===== config.mk =====
export PLATFORM = sky130hd
export DESIGN_NAME = igst_stage
export DESIGN_NICKNAME = d
export VERILOG_FILES = /design/src/rtl/igst_pkg.sv /design/src/rtl/igst_stage.sv
export SDC_FILE = /design/constraint.sdc
export NUM_CORES = 1
export LEC_CHECK = 0
export BUFFER_PORTS_ARGS = -buffer_cell sky130_fd_sc_hd__buf_2
export CORE_AREA = 5 5 609 611
export DETAILED_ROUTE_END_ITERATION = 7
export DIE_AREA = 0 0 614 616
export PLACE_DENSITY = 0.3
export SLEW_MARGIN = 10
export SYNTH_ARGS = -nofsm -noshare
export SYNTH_HDL_FRONTEND = slang
export SYNTH_SLANG_ARGS = --single-unit
export TNS_END_PERCENT = 50

===== constraint.sdc =====
create_clock -name i_clk -period 8.4 [get_ports i_clk]
set_input_delay 0.84 -clock i_clk [delete_from_list [all_inputs] [get_ports i_clk]]
set_output_delay 0.84 -clock i_clk [all_outputs]
set_load 0.01 [all_outputs]

===== src/rtl/igst_pkg.sv =====
// Package: pipeline word type, stage map and per-stage arithmetic of the inverse Gaussian sampler.
`default_nettype none
package igst_pkg;

    localparam int unsigned SqrtSteps  = 32;
    localparam int unsigned FracSteps  = 32;
    localparam int unsigned DivSteps   = 32;

    localparam int unsigned StgSquare  = 1;
    localparam int unsigned StgMulA    = 2;
    localparam int unsigned StgAddB    = 3;
    localparam int unsigned StgSqrt0   = 4;
    localparam int unsigned StgFracIn  = StgSqrt0 + SqrtSteps;
    localparam int unsigned StgFrac0   = StgFracIn + 1;
    localparam int unsigned StgMulX    = StgFrac0 + FracSteps;
    localparam int unsigned StgClampX  = StgMulX + 1;
    localparam int unsigned StgMulT    = StgClampX + 1;
    localparam int unsigned StgTest    = StgMulT + 1;
    localparam int unsigned StgDiv0    = StgTest + 1;
    localparam int unsigned StgResult  = StgDiv0 + DivSteps;
    localparam int unsigned NumStages  = StgResult + 1;

    localparam logic [31:0] SampleMax  = 32'hFFFF_FFFF;

    typedef struct packed {
        logic        inv;
        logic [31:0] mu;
        logic [31:0] lam;
        logic [15:0] u;
        logic [15:0] mag;
        logic [31:0] y;
        logic [63:0] a;
        logic        azero;
        logic [63:0] va;
        logic [63:0] ra;
        logic [63:0] vb;
        logic [63:0] rb;
        logic [32:0] den;
        logic [33:0] rem;
        logic [31:0] q;
        logic [31:0] x;
        logic [48:0] lhs;
        logic [63:0] mu2;
        logic        acc;
        logic        sat;
        logic [32:0] drem;
        logic [31:0] dlo;
        logic [31:0] res;
    } t_pipe;

    // One register stage worth of work; k is the stage number, fixed per instance.
    function automatic t_pipe igst_step(input int unsigned k, input t_pipe p);
        t_pipe       n;
        logic [63:0] sq_bit;
        logic [63:0] ta;
        logic [63:0] tb;
        logic [33:0] r2;
        logic [32:0] t2;
        logic [63:0] prod;
        logic [32:0] sum;
        n      = p;
        sq_bit = 64'd1 << (62 - 2 * (k - StgSqrt0));
        ta     = p.ra + sq_bit;
        tb     = p.rb + sq_bit;
        r2     = {p.rem[32:0], 1'b0};
        t2     = {p.drem[31:0], p.dlo[31]};
        prod   = 64'(p.mu) * 64'(p.q);
        sum    = 33'(p.mu) + 33'(p.x);
        if (k == StgSquare) begin
            n.y = 32'(p.mag) * 32'(p.mag);
        end else if (k == StgMulA) begin
            n.a = 64'(p.mu) * 64'(p.y);
        end else if (k == StgAddB) begin
            n.azero = (p.a == 64'd0);
            n.va    = p.a;
            n.ra    = 64'd0;
            n.vb    = p.a + {6'd0, p.lam, 26'd0};
            n.rb    = 64'd0;
        end else if (k >= StgSqrt0 && k < StgFracIn) begin
            if (p.va >= ta) begin
                n.va = p.va - ta;
                n.ra = (p.ra >> 1) + sq_bit;
            end else begin
                n.ra = p.ra >> 1;
            end
            if (p.vb >= tb) begin
                n.vb = p.vb - tb;
                n.rb = (p.rb >> 1) + sq_bit;
            end else begin
                n.rb = p.rb >> 1;
            end
        end else if (k == StgFracIn) begin
            n.rem = {2'd0, p.rb[31:0] - p.ra[31:0]};
            n.den = {1'b0, p.rb[31:0]} + {1'b0, p.ra[31:0]};
            n.q   = 32'd0;
        end else if (k >= StgFrac0 && k < StgMulX) begin
            if (r2 >= {1'b0, p.den}) begin
                n.rem = r2 - {1'b0, p.den};
                n.q   = {p.q[30:0], 1'b1};
            end else begin
                n.rem = r2;
                n.q   = {p.q[30:0], 1'b0};
            end
        end else if (k == StgMulX) begin
            n.x = prod[63:32];
        end else if (k == StgClampX) begin
            if (p.azero) begin
                n.x = p.mu;
            end else if (p.x == 32'd0) begin
                n.x = 32'd1;
            end
        end else if (k == StgMulT) begin
            n.lhs = 49'(p.u) * 49'(sum);
            n.mu2 = 64'(p.mu) * 64'(p.mu);
        end else if (k == StgTest) begin
            n.acc  = (p.lhs <= {1'b0, p.mu, 16'd0});
            n.sat  = (p.mu2[63:32] >= p.x);
            n.drem = {1'b0, p.mu2[63:32]};
            n.dlo  = p.mu2[31:0];
        end else if (k >= StgDiv0 && k < StgResult) begin
            // Remainder stays below x, so the shifted value fits 33 bits.
            if (t2 >= {1'b0, p.x}) begin
                n.drem = t2 - {1'b0, p.x};
                n.dlo  = {p.dlo[30:0], 1'b1};
            end else begin
                n.drem = t2;
                n.dlo  = {p.dlo[30:0], 1'b0};
            end
        end else if (k == StgResult) begin
            if (p.inv) begin
                n.res = 32'd0;
            end else if (p.acc) begin
                n.res = p.x;
            end else if (p.sat) begin
                n.res = SampleMax;
            end else begin
                n.res = p.dlo;
            end
        end
        return n;
    endfunction

endpackage
`default_nettype wire


===== src/rtl/igst_stage.sv =====
// Module: one register stage of the sampler pipeline with its valid bit.
`default_nettype none
module igst_stage #(
    parameter int unsigned STAGE = 1
) (
    input  wire logic           i_clk,
    input  wire logic           i_rst_n,
    input  wire logic           i_en,
    input  wire logic           i_vld,
    input  wire igst_pkg::t_pipe i_data,
    output logic                o_vld,
    output igst_pkg::t_pipe     o_data
);
    logic            r_vld;
    igst_pkg::t_pipe r_data;
    igst_pkg::t_pipe n_data;

    always_comb begin
        n_data = igst_pkg::igst_step(STAGE, i_data);
    end

    always_ff @(posedge i_clk) begin
        if (!i_rst_n) begin
            r_vld <= 1'b0;
        end else if (i_en) begin
            r_vld <= i_vld;
        end
    end

    always_ff @(posedge i_clk) begin
        if (i_en) begin
            r_data <= n_data;
        end
    end

    assign o_vld  = r_vld;
    assign o_data = r_data;
endmodule
`default_nettype wire


==> summary.md <==
| Metric | Value |
|---|---|
| Status | `finished clean` |
| Synth Net Count | `2728` |
| Worst vdd ir | `0.000549 V` |
| Overflow after GRT | `0` |
| # DRC | `0` |
| Post-synth EDFFs | `791` |
| P_sw | `6.15 mW` |
| GP Congestion | `0.894` |
| Synthesized flop and latch total | `792` |
| Reg2Reg Setup Slack | `7.81 ns` |
| Vias in the first global route | `23194` |
| Clock Latency Late Sink | `0.88 ns` |
| Post-CTS setup buffers | `0` |
| Adder-cell share of the synthesized area | `14.5%` |
| Power Density | `328 nW/um2` |
| Standard-cell rows | `222` |
| Placed cells | `8024` |
| Synthesized cell area | `31300 um2` |
| GRT Overall Usage | `12.5%` |
| Final period util | `74.8%` |
| Core area | `364000 um2` |
| PostCTS Resize Cnt | `0` |
| Non-filler cells, final | `8258` |
| DIE WIDTH | `614 um` |
| Initial Utilization | `8.58%` |
| Data required, critical path | `8.91 ns` |
| Unique masters post-synth | `50` |
| Slew headroom | `33.3%` |
| Most common cell after layout, fill and taps aside | `buf_2` |
| Via density | `2.73` |
| CP startpoint kind | `input pin` |
| CP Data Arrival Time | `6.79 ns` |
| Final nets | `4381` |
| Final setup vio count | `0` |
| Post-synthesis mux area share | `0.0680%` |
| Min cycle time layout | `6.28 ns` |
| 1st-iter DRT viols | `1773` |
| Sw frac | `38.5%` |
| Buffers added on ports | `1557` |
| Clk pwr share | `29.7%` |
| Critical path cell sequence | `buf_2 -> inv_1 -> nor2_1 -> ha_1 -> xor2_1 -> fa_1 -> inv_1 -> fa_1 -> fa_1 -> fa_1 -> inv_1 -> fa_1 -> inv_1 -> ha_1 -> a21oi_1 -> o21ai_0 -> a2111oi_0 -> nand3_1 -> nand2_1 -> o311ai_0` |
| Largest net degree at the start of global routing | `146` |
| Worst Setup SP | `i_data[699]` |
| Post-DP HPWL | `216 mm` |
| Post-Route WL | `249 mm` |
| CP Class | `in2reg` |
| Post-synthesis xor/xnor area fraction | `1.01%` |
| CP max stage delay | `0.55 ns` |
| Skew final | `0 ns` |
| Reg2reg path depth | `2` |
| WL/cell | `30.2 um` |
| Synth Area in Compound Gates | `1.98%` |
| Drt pass-1 iters | `5` |
| Ports | `1591` |
| Achievable Freq | `159 MHz` |
| Hold_buf cts | `0` |
| Share of cells above drive strength 1 | `50.9%` |
| Max_cap viols | `0` |
| Unrepaired setup endpoints after global routing | `no` |
| Gate power share | `37.8%` |
| Register area share after synthesis | `76.0%` |
| Most Frequent Cell on Critical Path | `fa_1` |
| Root Buffer | `clkbuf_16` |
| Largest family of logic cells by synthesized area | `adder cells` |
| CTS tree | `done` |
| Synth Area in Simple Gates | `3.12%` |
| Ys Warns | `0` |
| Gate Count Post-Synth | `1667` |
| Flop pwr share | `32.5%` |
| LEAKAGE | `20.0 nW` |
| Async set or reset register ratio after synthesis | `0%` |
| Antenna violations before repair | `150` |
| Antenna Nets Post-Route | `0` |
| Worst Tran Pin Value | `1.00 ns` |
| Die height | `616 um` |
| Hold Vio Cnt, Final | `0` |
| Routed vias | `22542` |
| R2r startpoint | `o_vld` |
| Clock-pin transition on the worst setup and hold timing paths | `0.06 ns` |
| Critical Path End | `o_data[692]` |
| CTS buffer count | `110` |
| Area grow syn2layout | `55.9%` |
| Max Root-Sink Buffers | `4` |
| FF-to-FF End | `o_vld` |
| CP Capture Type | `flop` |
| Post-route setup TNS | `0 ns` |
| First-pass GRT wire length | `299 mm` |
| Total die area | `378000 um2` |
| Cell-internal power | `9.82 mW` |
| Slowest-stage cell, CP | `fa_1` |
| H-Tree Depth | `3` |
| Most frequent cells in the layout | `1556 x buf_2, 791 x edfxtp_1, 249 x inv_1` |
| Maximum fanout along the worst path | `14` |
| Hold Slack | `0.134 ns` |
| Pins Over Slew Limit | `0` |
| Worst min path class | `in2reg` |
| Clk sinks | `792` |
| Mean Syn Cell Area | `18.8 um2` |
| Primary FF master, synth | `edfxtp_1` |
final cells by class:
cell class,instances,area (um2)
fillers,41125,316000
repair buffers,1568,7940
multi-input cells,599,6450
clock inverters,64,702
well taps,4816,6030
diodes,42,105
flip-flops and latches,792,23800
clock buffers,128,2820
inverters,249,935
cell families (layout without fill, tap and decap cells):
kind of cell / Yosys count / in the layout
xor gates and xnor gates: 36 / 36
other: 1 / 43
and+or+nand+nor: 206 / 206
AOI/OAI and AO/OA: 90 / 90
adders and majority gates: 264 / 264
DFF: 792 / 792
buffers and inverters: 276 / 2009
muxes: 2 / 2
cells in the mapped netlist (3+ instances only):
cell type | n | area [um2]
a211o_1 | 7 | 61.3
a211oi_1 | 3 | 22.5
a21o_1 | 11 | 82.6
a21oi_1 | 29 | 145
a31oi_1 | 5 | 31.3
and2_1 | 35 | 219
and3_1 | 3 | 18.8
and4_1 | 3 | 26.3
clkbuf_1 | 25 | 93.8
edfxtp_1 | 791 | 23800
fa_1 | 162 | 3240
ha_1 | 102 | 1280
inv_1 | 249 | 935
nand2_1 | 92 | 345
nand2b_1 | 4 | 25.0
nand3_1 | 6 | 30.0
nand4_1 | 4 | 25.0
nor2_1 | 33 | 124
nor2b_1 | 9 | 56.3
nor3_1 | 5 | 25.0
o21ai_0 | 11 | 55.1
o21ai_1 | 3 | 15.0
or2_2 | 6 | 37.5
xnor2_1 | 22 | 193
xor2_1 | 14 | 123
worst max-delay path: cells and delay by family:
family	cells	cell delay [ns]
xor+xnor	1	0.19
compound gates	4	1.02
simple gates	3	0.73
buf+inv	5	0.78
fa+ha+maj	7	3.19
through the flow:
stage	cell area [um2]	worst slack, ns	utilization [%]	total power [mW]
final	48800	2.12	13.4	16.0
after global routing	48700	1.74	13.4	17.1
after CTS	48600	1.99	13.3	16.5
after detailed placement	45100	1.11	12.4	11.5
after global placement	45100	1.11	12.4	11.6
after floorplan	31300	2.12	-	8.64
state kept, by name (all words and copies together) (netlist names):
| register | flops |
|---|---|
| o_data | 791 |
| o_vld | 1 |
how the worst min path moves through the flow:
stage	from	end	slack [ns]	depth (start not counted)
6_report	i_data[764]	o_data[764]	0.13	1
5_1_grt	i_data[351]	o_data[351]	0.05	1
4_1_cts	i_data[63]	o_data[63]	0.02	1
3_5_place_dp	o_vld	o_vld	0.51	2
3_3_place_gp	o_vld	o_vld	0.50	2
2_1_floorplan	o_vld	o_vld	0.54	2
per-layer routing:
layer	share of wire [%]	GRT usage, %
met1	36	13.6
met2	54	23.9
met3	6.8	2.82
met4	3.1	3.90
met5	0.13	0
power by group through the flow:
stage / Clock [mW] / Combinational (mW) / Sequential [mW]
6_report: 4.74 / 6.04 / 5.19
5_1_grt: 5.11 / 6.81 / 5.22
4_1_cts: 4.99 / 6.34 / 5.20
3_5_place_dp: 0 / 6.24 / 5.27
3_3_place_gp: 0 / 6.36 / 5.28
2_1_floorplan: 0 / 3.29 / 5.35
No activity file was read; power rests on OpenSTA's default activity.
